## src/hdl/pwotc_pkg.sv

```systemverilog
`default_nettype none

package pwotc_pkg;

    // hold counter and one-touch limit widths
    localparam int HOLD_COUNT_BITS = 24;
    localparam int LIMIT_BITS      = 24;
    localparam int CMP_BITS        = (HOLD_COUNT_BITS > LIMIT_BITS) ? HOLD_COUNT_BITS
                                                                     : LIMIT_BITS;

    localparam logic [LIMIT_BITS-1:0] LIMIT_RESET = LIMIT_BITS'(200000);

    typedef logic [HOLD_COUNT_BITS-1:0] hold_count_t;
    typedef logic [LIMIT_BITS-1:0]      limit_t;
    typedef logic [2:0]                 mode_t;
    typedef logic [1:0]                 drive_t;

    // window modes
    localparam mode_t MODE_IDLE      = 3'd0;
    localparam mode_t MODE_HOLD_UP   = 3'd1;
    localparam mode_t MODE_HOLD_DOWN = 3'd2;
    localparam mode_t MODE_AUTO_UP   = 3'd3;
    localparam mode_t MODE_AUTO_DOWN = 3'd4;

    // motor commands
    localparam drive_t DRIVE_STOP = 2'd0;
    localparam drive_t DRIVE_UP   = 2'd1;
    localparam drive_t DRIVE_DOWN = 2'd2;

    // input beat bit positions
    localparam int BIT_DRIVER_UP_N       = 0;
    localparam int BIT_DRIVER_DOWN_N     = 1;
    localparam int BIT_PASSENGER_UP_N    = 2;
    localparam int BIT_PASSENGER_DOWN_N  = 3;
    localparam int BIT_PASSENGER_LOCKED  = 4;
    localparam int BIT_TOP_CLEAR         = 5;
    localparam int BIT_BOTTOM_CLEAR      = 6;

endpackage

`default_nettype wire

```

## src/hdl/power_window_one_touch_controller.sv

```systemverilog
`default_nettype none

// one-touch power window controller. every input beat is one tick of sampled
// switch levels (active low) plus the lock and limit inputs; every beat gives
// exactly one result beat with the motor command and the mode after the tick.
// a tick is taken every cycle when the result side keeps up; the result shows
// in the cycle after its input beat, from the single result register, which
// also sets the rate: a new beat is taken whenever that register is empty or is
// being read in the same cycle. in idle the switches are checked in the order
// driver up, driver down, passenger up, passenger down (passenger only when
// not locked). a hold runs the motor and counts ticks, saturating; on release
// a hold shorter than one_touch_limit, with its limit not yet reached, turns
// into one-touch travel until that limit is reached; else it stops. the user
// must write one_touch_limit through cfg_wen / cfg_wdata only while the block
// is idle (the block itself does not enforce this); it resets to 200000.
module power_window_one_touch_controller (
    input  wire logic       aclk,
    input  wire logic       aresetn,
    // configuration: one_touch_limit
    input  wire logic       cfg_wen,
    input  wire logic [pwotc_pkg::LIMIT_BITS-1:0] cfg_wdata,
    // tick beats
    input  wire logic       s_tvalid,
    output logic            s_tready,
    // tdata from bit 0: driver_up_n, driver_down_n, passenger_up_n,
    // passenger_down_n, passenger_locked, top_clear, bottom_clear, pad
    input  wire logic [7:0] s_tdata,
    // result beats
    output logic            m_tvalid,
    input  wire logic       m_tready,
    // tdata from bit 0: motor_drive[1:0], window_mode[4:2], pad[7:5]
    output logic [7:0]      m_tdata
);
    import pwotc_pkg::*;

    // state
    limit_t      limit_reg;
    mode_t       mode_reg,       mode_next;
    logic        from_pas_reg,   from_pas_next;
    hold_count_t hold_count_reg, hold_count_next;
    // result register
    logic        m_valid_reg;
    drive_t      drive_reg,      drive_next;
    mode_t       out_mode_reg;

    logic accept;

    // decoded tick
    logic drv_up, drv_dn, pas_up, pas_dn, locked, top_ok, bot_ok;
    logic hold_up, held, clear, short_hold;

    assign s_tready = !m_valid_reg || m_tready;
    assign accept   = s_tvalid && s_tready;

    assign drv_up = !s_tdata[BIT_DRIVER_UP_N];
    assign drv_dn = !s_tdata[BIT_DRIVER_DOWN_N];
    assign pas_up = !s_tdata[BIT_PASSENGER_UP_N];
    assign pas_dn = !s_tdata[BIT_PASSENGER_DOWN_N];
    assign locked = s_tdata[BIT_PASSENGER_LOCKED];
    assign top_ok = s_tdata[BIT_TOP_CLEAR];
    assign bot_ok = s_tdata[BIT_BOTTOM_CLEAR];

    // direction of the current hold or travel
    assign hold_up = (mode_reg == MODE_HOLD_UP) || (mode_reg == MODE_AUTO_UP);
    // only the switch that started the hold is watched
    assign held    = from_pas_reg ? (hold_up ? pas_up : pas_dn)
                                  : (hold_up ? drv_up : drv_dn);
    assign clear   = hold_up ? top_ok : bot_ok;
    assign short_hold = CMP_BITS'(hold_count_reg) < CMP_BITS'(limit_reg);

    always_comb begin
        mode_next       = mode_reg;
        from_pas_next   = from_pas_reg;
        hold_count_next = hold_count_reg;
        drive_next      = DRIVE_STOP;
        case (mode_reg)
            MODE_HOLD_UP, MODE_HOLD_DOWN: begin
                if (held) begin
                    // saturating tick count
                    if (hold_count_reg != '1) begin
                        hold_count_next = hold_count_reg + HOLD_COUNT_BITS'(1);
                    end
                    drive_next = hold_up ? DRIVE_UP : DRIVE_DOWN;
                end else begin
                    if (short_hold && clear) begin
                        mode_next  = hold_up ? MODE_AUTO_UP : MODE_AUTO_DOWN;
                        drive_next = hold_up ? DRIVE_UP : DRIVE_DOWN;
                    end else begin
                        mode_next = MODE_IDLE;
                    end
                    hold_count_next = '0;
                end
            end
            MODE_AUTO_UP, MODE_AUTO_DOWN: begin
                // one-touch travel runs until its limit
                if (clear) begin
                    drive_next = hold_up ? DRIVE_UP : DRIVE_DOWN;
                end else begin
                    mode_next = MODE_IDLE;
                end
            end
            default: begin
                // idle, switch priority order
                mode_next = MODE_IDLE;
                if (drv_up) begin
                    mode_next     = MODE_HOLD_UP;
                    from_pas_next = 1'b0;
                end else if (drv_dn) begin
                    mode_next     = MODE_HOLD_DOWN;
                    from_pas_next = 1'b0;
                end else if (!locked && pas_up) begin
                    mode_next     = MODE_HOLD_UP;
                    from_pas_next = 1'b1;
                end else if (!locked && pas_dn) begin
                    mode_next     = MODE_HOLD_DOWN;
                    from_pas_next = 1'b1;
                end
                // the first tick of a hold already drives the motor
                if (mode_next != MODE_IDLE) begin
                    hold_count_next = HOLD_COUNT_BITS'(1);
                    drive_next = (mode_next == MODE_HOLD_UP) ? DRIVE_UP : DRIVE_DOWN;
                end
            end
        endcase
    end

    always_ff @(posedge aclk) begin
        if (!aresetn) begin
            limit_reg      <= LIMIT_RESET;
            mode_reg       <= MODE_IDLE;
            from_pas_reg   <= 1'b0;
            hold_count_reg <= '0;
            m_valid_reg    <= 1'b0;
        end else begin
            if (cfg_wen) begin
                limit_reg <= cfg_wdata;
            end
            if (accept) begin
                mode_reg       <= mode_next;
                from_pas_reg   <= from_pas_next;
                hold_count_reg <= hold_count_next;
                m_valid_reg    <= 1'b1;
            end else if (m_tready) begin
                m_valid_reg <= 1'b0;
            end
        end
    end

    // result payload, no reset needed
    always_ff @(posedge aclk) begin
        if (accept) begin
            drive_reg    <= drive_next;
            out_mode_reg <= mode_next;
        end
    end

    assign m_tvalid = m_valid_reg;
    assign m_tdata  = {3'b000, out_mode_reg, drive_reg};

    // the reported mode is always the stored mode
    a_mode_match: assert property (@(posedge aclk) disable iff (!aresetn)
        m_valid_reg |-> (out_mode_reg == mode_reg))
        else $error("result mode differs from stored mode");

    // the counter runs exactly while a hold is in progress
    a_count_hold: assert property (@(posedge aclk) disable iff (!aresetn)
        ((mode_reg == MODE_HOLD_UP) || (mode_reg == MODE_HOLD_DOWN))
            == (hold_count_reg != '0))
        else $error("hold counter out of step with mode");

    // the motor is stopped exactly when the block reports idle
    a_stop_idle: assert property (@(posedge aclk) disable iff (!aresetn)
        m_valid_reg |-> ((drive_reg == DRIVE_STOP) == (out_mode_reg == MODE_IDLE)))
        else $error("motor command inconsistent with mode");

    // an upward command only comes with an upward mode
    a_up_dir: assert property (@(posedge aclk) disable iff (!aresetn)
        (m_valid_reg && (drive_reg == DRIVE_UP)) |->
            ((out_mode_reg == MODE_HOLD_UP) || (out_mode_reg == MODE_AUTO_UP)))
        else $error("up command in a non-up mode");

endmodule

`default_nettype wire
```

## config.mk

```make
export PLATFORM = sky130hd
export DESIGN_NAME = power_window_one_touch_controller
export DESIGN_NICKNAME = d
export VERILOG_FILES = /design/src/hdl/pwotc_pkg.sv /design/src/hdl/power_window_one_touch_controller.sv
export SDC_FILE = /design/constraint.sdc
export NUM_CORES = 1
export LEC_CHECK = 0
export ABC_AREA = 1
export BUFFER_PORTS_ARGS = -buffer_cell sky130_fd_sc_hd__buf_2
export CAP_MARGIN = 20
export CORE_ASPECT_RATIO = 2
export CORE_MARGIN = 1.5
export CORE_UTILIZATION = 35
export DETAILED_ROUTE_END_ITERATION = 7
export PLACE_DENSITY = 0.64
export RECOVER_POWER = 25
export SLEW_MARGIN = 20
export SYNTH_ARGS = -nofsm -noshare
export SYNTH_HDL_FRONTEND = slang
export SYNTH_SLANG_ARGS = --single-unit
```

## constraint.sdc

```tcl
create_clock -name aclk -period 2.45 [get_ports aclk]
set_input_delay 0.49 -clock aclk [delete_from_list [all_inputs] [get_ports aclk]]
set_output_delay 0.49 -clock aclk [all_outputs]
set_load 0.05 [all_outputs]
```

==> results.tsv, run 1 <==
stage	metric	value	unit
run_status	status	complete, no violations	
route	DRC violations left	0	
synthesis	Synth top area share	0.2992	
setup_path	Worst Path Arrival	2470	ps
clock_tree	Skew-Pair Late Insertion Delay	340	ps
timing	fmax	0.4539	GHz
pwr	Worst VDD drop	0.3721	mV
route	DR pass1 iterations	4	
place	IO buf count	42	
clock_tree	clk sinks	58	
setup_path	Setup CP Type	reg2reg	
clock_tree	hold buffers post-CTS	0	
run	max-cap violations	0	
synthesis	sequential element share of the synthesized area	0.3416	
synthesis	#FFs+latches synth	58	
synthesis	number of synthesized flops with an enable pin	5	
setup_path	crit start category	flop	
setup_path	crit end category	flop	
setup_path	Critical Path RT	2720	ps
synthesis	Yosys warnings	0	
cells_and_area	Antenna Cells	0	
clock_tree	clock slew at reported path FFs	50	ps
pwr	PwrDens	669.4	nW/um^2
synthesis	top post-synthesis cells by area	dfxtp_1 (30%), nand2_1 (14%), a21oi_1 (8.9%)	
clock_tree	htree depth	3	
die	# rows	51	
pwr	clock network power share	0.478	
route	initial DRC count	162	
pwr	Int Power	2.057	mW
synthesis	Synth Area in Compound Gates	0.1489	
timing	relative slew slack	0.1984	
grt	initial antenna violation count	0	
synthesis	Async S/R FF share, synth	0	
clock_tree	CTS tree	done	
timing	Setup-failing EPs final	0	
synthesis	post-synthesis simple-gate area fraction	0.2982	
grt	total track usage	0.2075	
grt	number of global-route vias before repair	3567	
timing	slew at the pin closest to its max-slew limit	1202	ps
clock_tree	CTS root buf	clkbuf_16	
cells_and_area	ratio of cells with drive above 1 in the final layout	0.1350	
cells_and_area	most frequent cells in the layout	nand2_1 (128), inv_1 (70), a21oi_1 (63), dfxtp_1 (53), nor2_1 (43)	
synthesis	Synth Area in Adders	0.08469	
timing	Fin Setup TNS	0	ps
cells_and_area	commonest non-fill, non-tap cell in the layout	nand2_1	
hold_path	worst hold-check path type	in2reg	
synthesis	post-synthesis xor/xnor area fraction	0.02223	
synthesis	area leader, netlist	dfxtp_1	
die	Initial Utilization	0.3632	
place	Final Wtd Congestion	0.8955	
grt	first-pass GRT wire length	16.79	mm
synthesis	mux cell area share after synthesis	0	
synthesis	top_reg_cell synth	dfxtp_1	
pwr	NetSw	804.9	uW
timing	Slew Limit Fails	0	
grt	Congestion Overflow GR	0	
clock_tree	Post CTS Setup Buffer Count	0	
setup_path	Max FO, Critical Path	6	
pwr	sw frac	0.2812	
pwr	leakage power figure	1.870	nW
grt	largest net degree at the start of global routing	32	
timing	RSZ-0062 raised after global routing	false	
die	Die Height	145.3	microns
place	HPWL after detailed placement	8.054	mm
timing	Fin. Hold Viols	0	
route	total wire length	10.34	mm
timing	final hold slack	369.3	ps
timing	post-layout minimum cycle time	2203	ps
pwr	Seq pwr share	0.362	
cells_and_area	Area Growth Syn to Fin	20.57	%
route	Via density	4.934	
die	core footprint	9763	sq um
synthesis	Mean Syn Cell Area	6.703	sq um
cells_and_area	Layout Nets	641	
pwr	Comb pwr share	0.160	
clock_tree	Bufs on Longest Clock Path	2	
clock_tree	PostCTS Resize Cnt	0	
clock_tree	Num CTS Buffers	9	
route	DR vias	3538	
die	die area	10780	sq um
synthesis	Cell Area, Synth	3546	sq um
synthesis	Post-Syn Instances	529	
timing	Tcrit/Tclk final	0.8992	
timing	Final Skew	7.470	ps
die	Die Width	74.17	microns
route	Routed WL per cell	14.42	microns
die	# IOs	47	
synthesis	library cells used by synthesis	31	
synthesis	largest family of logic cells by synthesized area	simple AND/OR/NAND/NOR gates	
route	antenna viol nets, final	0	
## final timing paths
| check | to | depth (start not counted) | startpoint | slack, ps |
|---|---|---|---|---|
| worst max-delay path | hold_count_reg[20]$_SDFFE_PN0P_ | 11 | hold_count_reg[0]$_SDFFE_PN0P_ | 250 |
| worst min-delay path | limit_reg[11]$_SDFFE_PN1P_ | 3 | cfg_wdata[11] | 370 |
| worst max register to register | hold_count_reg[20]$_SDFFE_PN0P_ | 11 | hold_count_reg[0]$_SDFFE_PN0P_ | 250 |
| worst min register to register | limit_reg[4]$_SDFFE_PN0P_ | 2 | limit_reg[4]$_SDFFE_PN0P_ | 460 |
## cell families after synthesis
kind of cell / after synthesis
flip-flops: 58
adder cells (fa/ha/maj): 24
other: 1
AO/OA/AOI/OAI: 102
XOR/XNOR: 9
buffers and inverters: 90
AND/OR/NAND/NOR: 245
## per-stage QoR
stage          setup slack [ps]  cells  instance area [sq um]    util  total power, mW
5_1_grt                   68.40    717                   4275  0.4379            2.973
3_3_place_gp              326.4    701                   3959  0.4055            1.506
3_5_place_dp              289.2    701                   3959  0.4055            1.519
2_1_floorplan             391.1    531                   3553       -            1.366
6_report                  247.0    717                   4275  0.4379            2.862
4_1_cts                   256.9    717                   4285  0.4389            2.881
## layout make-up
class                   instances  area [sq um]
clock buffers                  13         281.5
clock inverters                 3         45.04
fillers                      1028          5488
inverters                      73         274.0
multi-input cells             383          1976
flip-flops and latches         58          1211
well taps                     132         165.2
repair buffers                 55         322.8
## metal layers
metal / up-vias / wire length [microns] / track usage
li1: 1819 / - / -
met1: 1598 / 3647 / 0.2007
met2: 94 / 5850 / 0.3857
met3: 27 / 358 / 0.02701
met4: 0 / 484 / 0.1315
met5: - / 0 / 0
## power groups by stage
stage               Combinational (mW)  Sequential, mW  Clock, mW
floorplan                        0.270            1.10          0
global placement                 0.453            1.05          0
detailed placement               0.463            1.06          0
CTS                              0.464            1.04       1.38
global route                     0.513            1.04       1.42
finish                           0.458            1.04       1.37
## worst max-delay path, cell delays in order (launching register included)
cell and delay [ps]:
dfxtp_1 440, ha_1 290, nand3_1 140, nor3_2 260, nand2_1 130, nor3_2 200
nand2_1 130, nor3b_1 260, nand2_1 80, nand2_1 60, nand2_1 50, nor2_1 90
## synth_stat cells (3+ instances only)
| cell | n |
|---|---|
| inv_1 | 69 |
| nand3_1 | 30 |
| nand4_1 | 6 |
| edfxtp_1 | 5 |
| nor3_1 | 22 |
| ha_1 | 24 |
| nand2_2 | 4 |
| xor2_1 | 7 |
| buf_4 | 3 |
| o21ai_0 | 35 |
| clkbuf_1 | 10 |
| dfxtp_1 | 53 |
| a21oi_1 | 63 |
| inv_2 | 4 |
| nor3b_1 | 3 |
| nor2_1 | 43 |
| nand2_1 | 128 |
(Power assumes the default switching activity.)
==> run 2, diff against run 1 <==
Settings changed: CELL_PAD_IN_SITES_DETAIL_PLACEMENT from default to 0, CELL_PAD_IN_SITES_GLOBAL_PLACEMENT from default to 1, PLACE_DENSITY 0.64 to 0.81.
==> results.tsv, run 2 (same netlist as run 1, synthesis figures left out) <==
stage	metric	value	unit	change
die	core footprint	9763	sq um	unchanged
grt	initial antenna violation count	0		unchanged
route	M1 WL	3.818	mm	+4.7%
clock_tree	clock slew at reported path FFs	60	ps	about the same
setup_path	crit start category	flop		
hold_path	worst hold-check path type	in2reg		
pwr	leakage power figure	1.857	nW	-0.71%
cells_and_area	most frequent cells in the layout	nand2_1 (128), inv_1 (70), a21oi_1 (63), dfxtp_1 (53), nor2_1 (43)		
setup_path	crit-path max cell delay	420	ps	-20 ps
cells_and_area	commonest non-fill, non-tap cell in the layout	nand2_1		
clock_tree	Post CTS Setup Buffer Count	0		unchanged
die	Die Width	74.17	microns	unchanged
clock_tree	clk sinks	58		unchanged
run_status	status	complete, no violations		
grt	Congestion Overflow GR	0		unchanged
die	# IOs	47		unchanged
timing	Setup-failing EPs final	0		unchanged
setup_path	Setup CP Type	reg2reg		
route	DR vias	3557		+0.54%
place	IO buf count	42		unchanged
clock_tree	CTS tree	done		
place	Final Wtd Congestion	0.9385		+4.8%
clock_tree	Num CTS Buffers	9		unchanged
cells_and_area	Area Growth Syn to Fin	19.65	%	
pwr	Worst VDD drop	0.3410	mV	-8.4%
setup_path	crit end category	flop		
route	total wire length	10.76	mm	+4.0%
timing	Slew Limit Fails	0		unchanged
clock_tree	hold buffers post-CTS	0		unchanged
clock_tree	Skew-Pair Late Insertion Delay	330	ps	about the same
route	DR WL met2	6.207	mm	+6.1%
route	DR pass1 iterations	4		unchanged
route	DRC violations left	0		unchanged
pwr	PwrDens	654.9	nW/um^2	-2.2%
timing	final hold slack	366.7	ps	-2.553 ps
hold_path	Hold Path Cell Cnt	3		unchanged
cells_and_area	Layout Nets	642		+0.16%
route	antenna viol nets, final	0		unchanged
timing	fmax	0.4624	GHz	+1.9%
grt	number of global-route vias before repair	3485		-2.3%
place	Placed Area	3954	sq um	-0.13%
setup_path	R2R cell count	10		-1
setup_path	CP cell instances	ha_1 -> nand3_1 -> nor3_2 -> nand2_1 -> nor3_2 -> nand2_1 -> nor3b_1 -> nand3_1 -> nand2_1 -> nor2_1		
timing	Fin Setup TNS	0	ps	unchanged
cells_and_area	Antenna Cells	0		unchanged
place	pre-CTS WS	357.3	ps	+68.10 ps
setup_path	Worst Path Arrival	2380	ps	-90 ps
timing	relative slew slack	0.1713		-0.02704
grt	largest net degree at the start of global routing	36		+13%
route	Routed WL per cell	14.98	microns	+3.9%
die	# rows	51		unchanged
grt	first-pass GRT wire length	17.13	mm	+2.1%
route	met3 routed WL	329	microns	-8.1%
timing	Tcrit/Tclk final	0.8828		-0.01640
setup_path	Crit-path slowest cell	dfxtp_1		
timing	slew at the pin closest to its max-slew limit	1243	ps	+40.56 ps
cells_and_area	ratio of cells with drive above 1 in the final layout	0.1348		-0.0002304
timing	setup ws final	287.2	ps	+40.19 ps
run	max-cap violations	0		unchanged
route	Via density	4.954		+0.40%
clock_tree	PostCTS Resize Cnt	0		unchanged
die	Initial Utilization	0.3632		unchanged
place	HPWL after detailed placement	8.526	mm	+5.9%
route	max layer used	met4		
cells_and_area	Final Cell Area	4243	sq um	-0.76%
die	Die Height	145.3	microns	unchanged
die	die area	10780	sq um	unchanged
timing	post-layout minimum cycle time	2163	ps	-40.19 ps
clock_tree	htree depth	3		unchanged
grt	total track usage	0.2136		+0.006181
clock_tree	CTS root buf	clkbuf_16		
timing	Final Skew	3.799	ps	-3.671 ps
timing	Fin. Hold Viols	0		unchanged
route	initial DRC count	171		+5.6%
setup_path	Crit path top cell by count	nand2_1		
clock_tree	Bufs on Longest Clock Path	2		unchanged
setup_path	Max FO, Critical Path	6		unchanged
timing	RSZ-0062 raised after global routing	false		
setup_path	Critical Path RT	2670	ps	-50 ps
==> run 2: critical path: cells and delay by family (launching register included) <==
kind / cells / cell delay [ps]
adders and majority gates: 1 / 270
and+or+nand+nor: 9 / 1360
DFF: 1 / 420
==> run 2: where the power goes <==
group          total (mW)  switching (mW)  internal, mW
Combinational       0.463           0.327         0.136
Clock                1.28           0.467         0.814
Sequential           1.03          0.0214          1.01
==> run 2: worst paths after layout <==
kind	start	to	slack (ps)
setup reg to reg	hold_count_reg[0]$_SDFFE_PN0P_	hold_count_reg[20]$_SDFFE_PN0P_	290
hold reg to reg	limit_reg[21]$_SDFFE_PN0P_	limit_reg[21]$_SDFFE_PN0P_	460
hold / removal	cfg_wdata[16]	limit_reg[16]$_SDFFE_PN1P_	370
setup / recovery	hold_count_reg[0]$_SDFFE_PN0P_	hold_count_reg[20]$_SDFFE_PN0P_	290
==> run 2: per-stage QoR <==
stage / util / power, mW / std cells
CTS: 0.4361 / 2.806 / 718
floorplan: - / 1.366 / 531
finish: 0.4346 / 2.778 / 718
global route: 0.4346 / 2.897 / 718
detailed placement: 0.4050 / 1.523 / 702
global placement: 0.4050 / 1.513 / 702
==> run 2: cell type report <==
type                       instances  area, sq um
tap                              132        165.2
clock buffer                      10        239.0
fill                            1035         5520
inverter                          73        274.0
timing repair buffer              56        312.8
sequential                        58         1211
clock inverter                     6        65.06
multi-input combinational        383         1976
==> run 2: metal layers <==
metal / track usage / vias to the layer above
li1: - / 1824
met1: 0.2016 / 1635
met2: 0.4152 / 79
met3: 0.04017 / 19
met4: 0.09259 / 0
met5: 0 / -
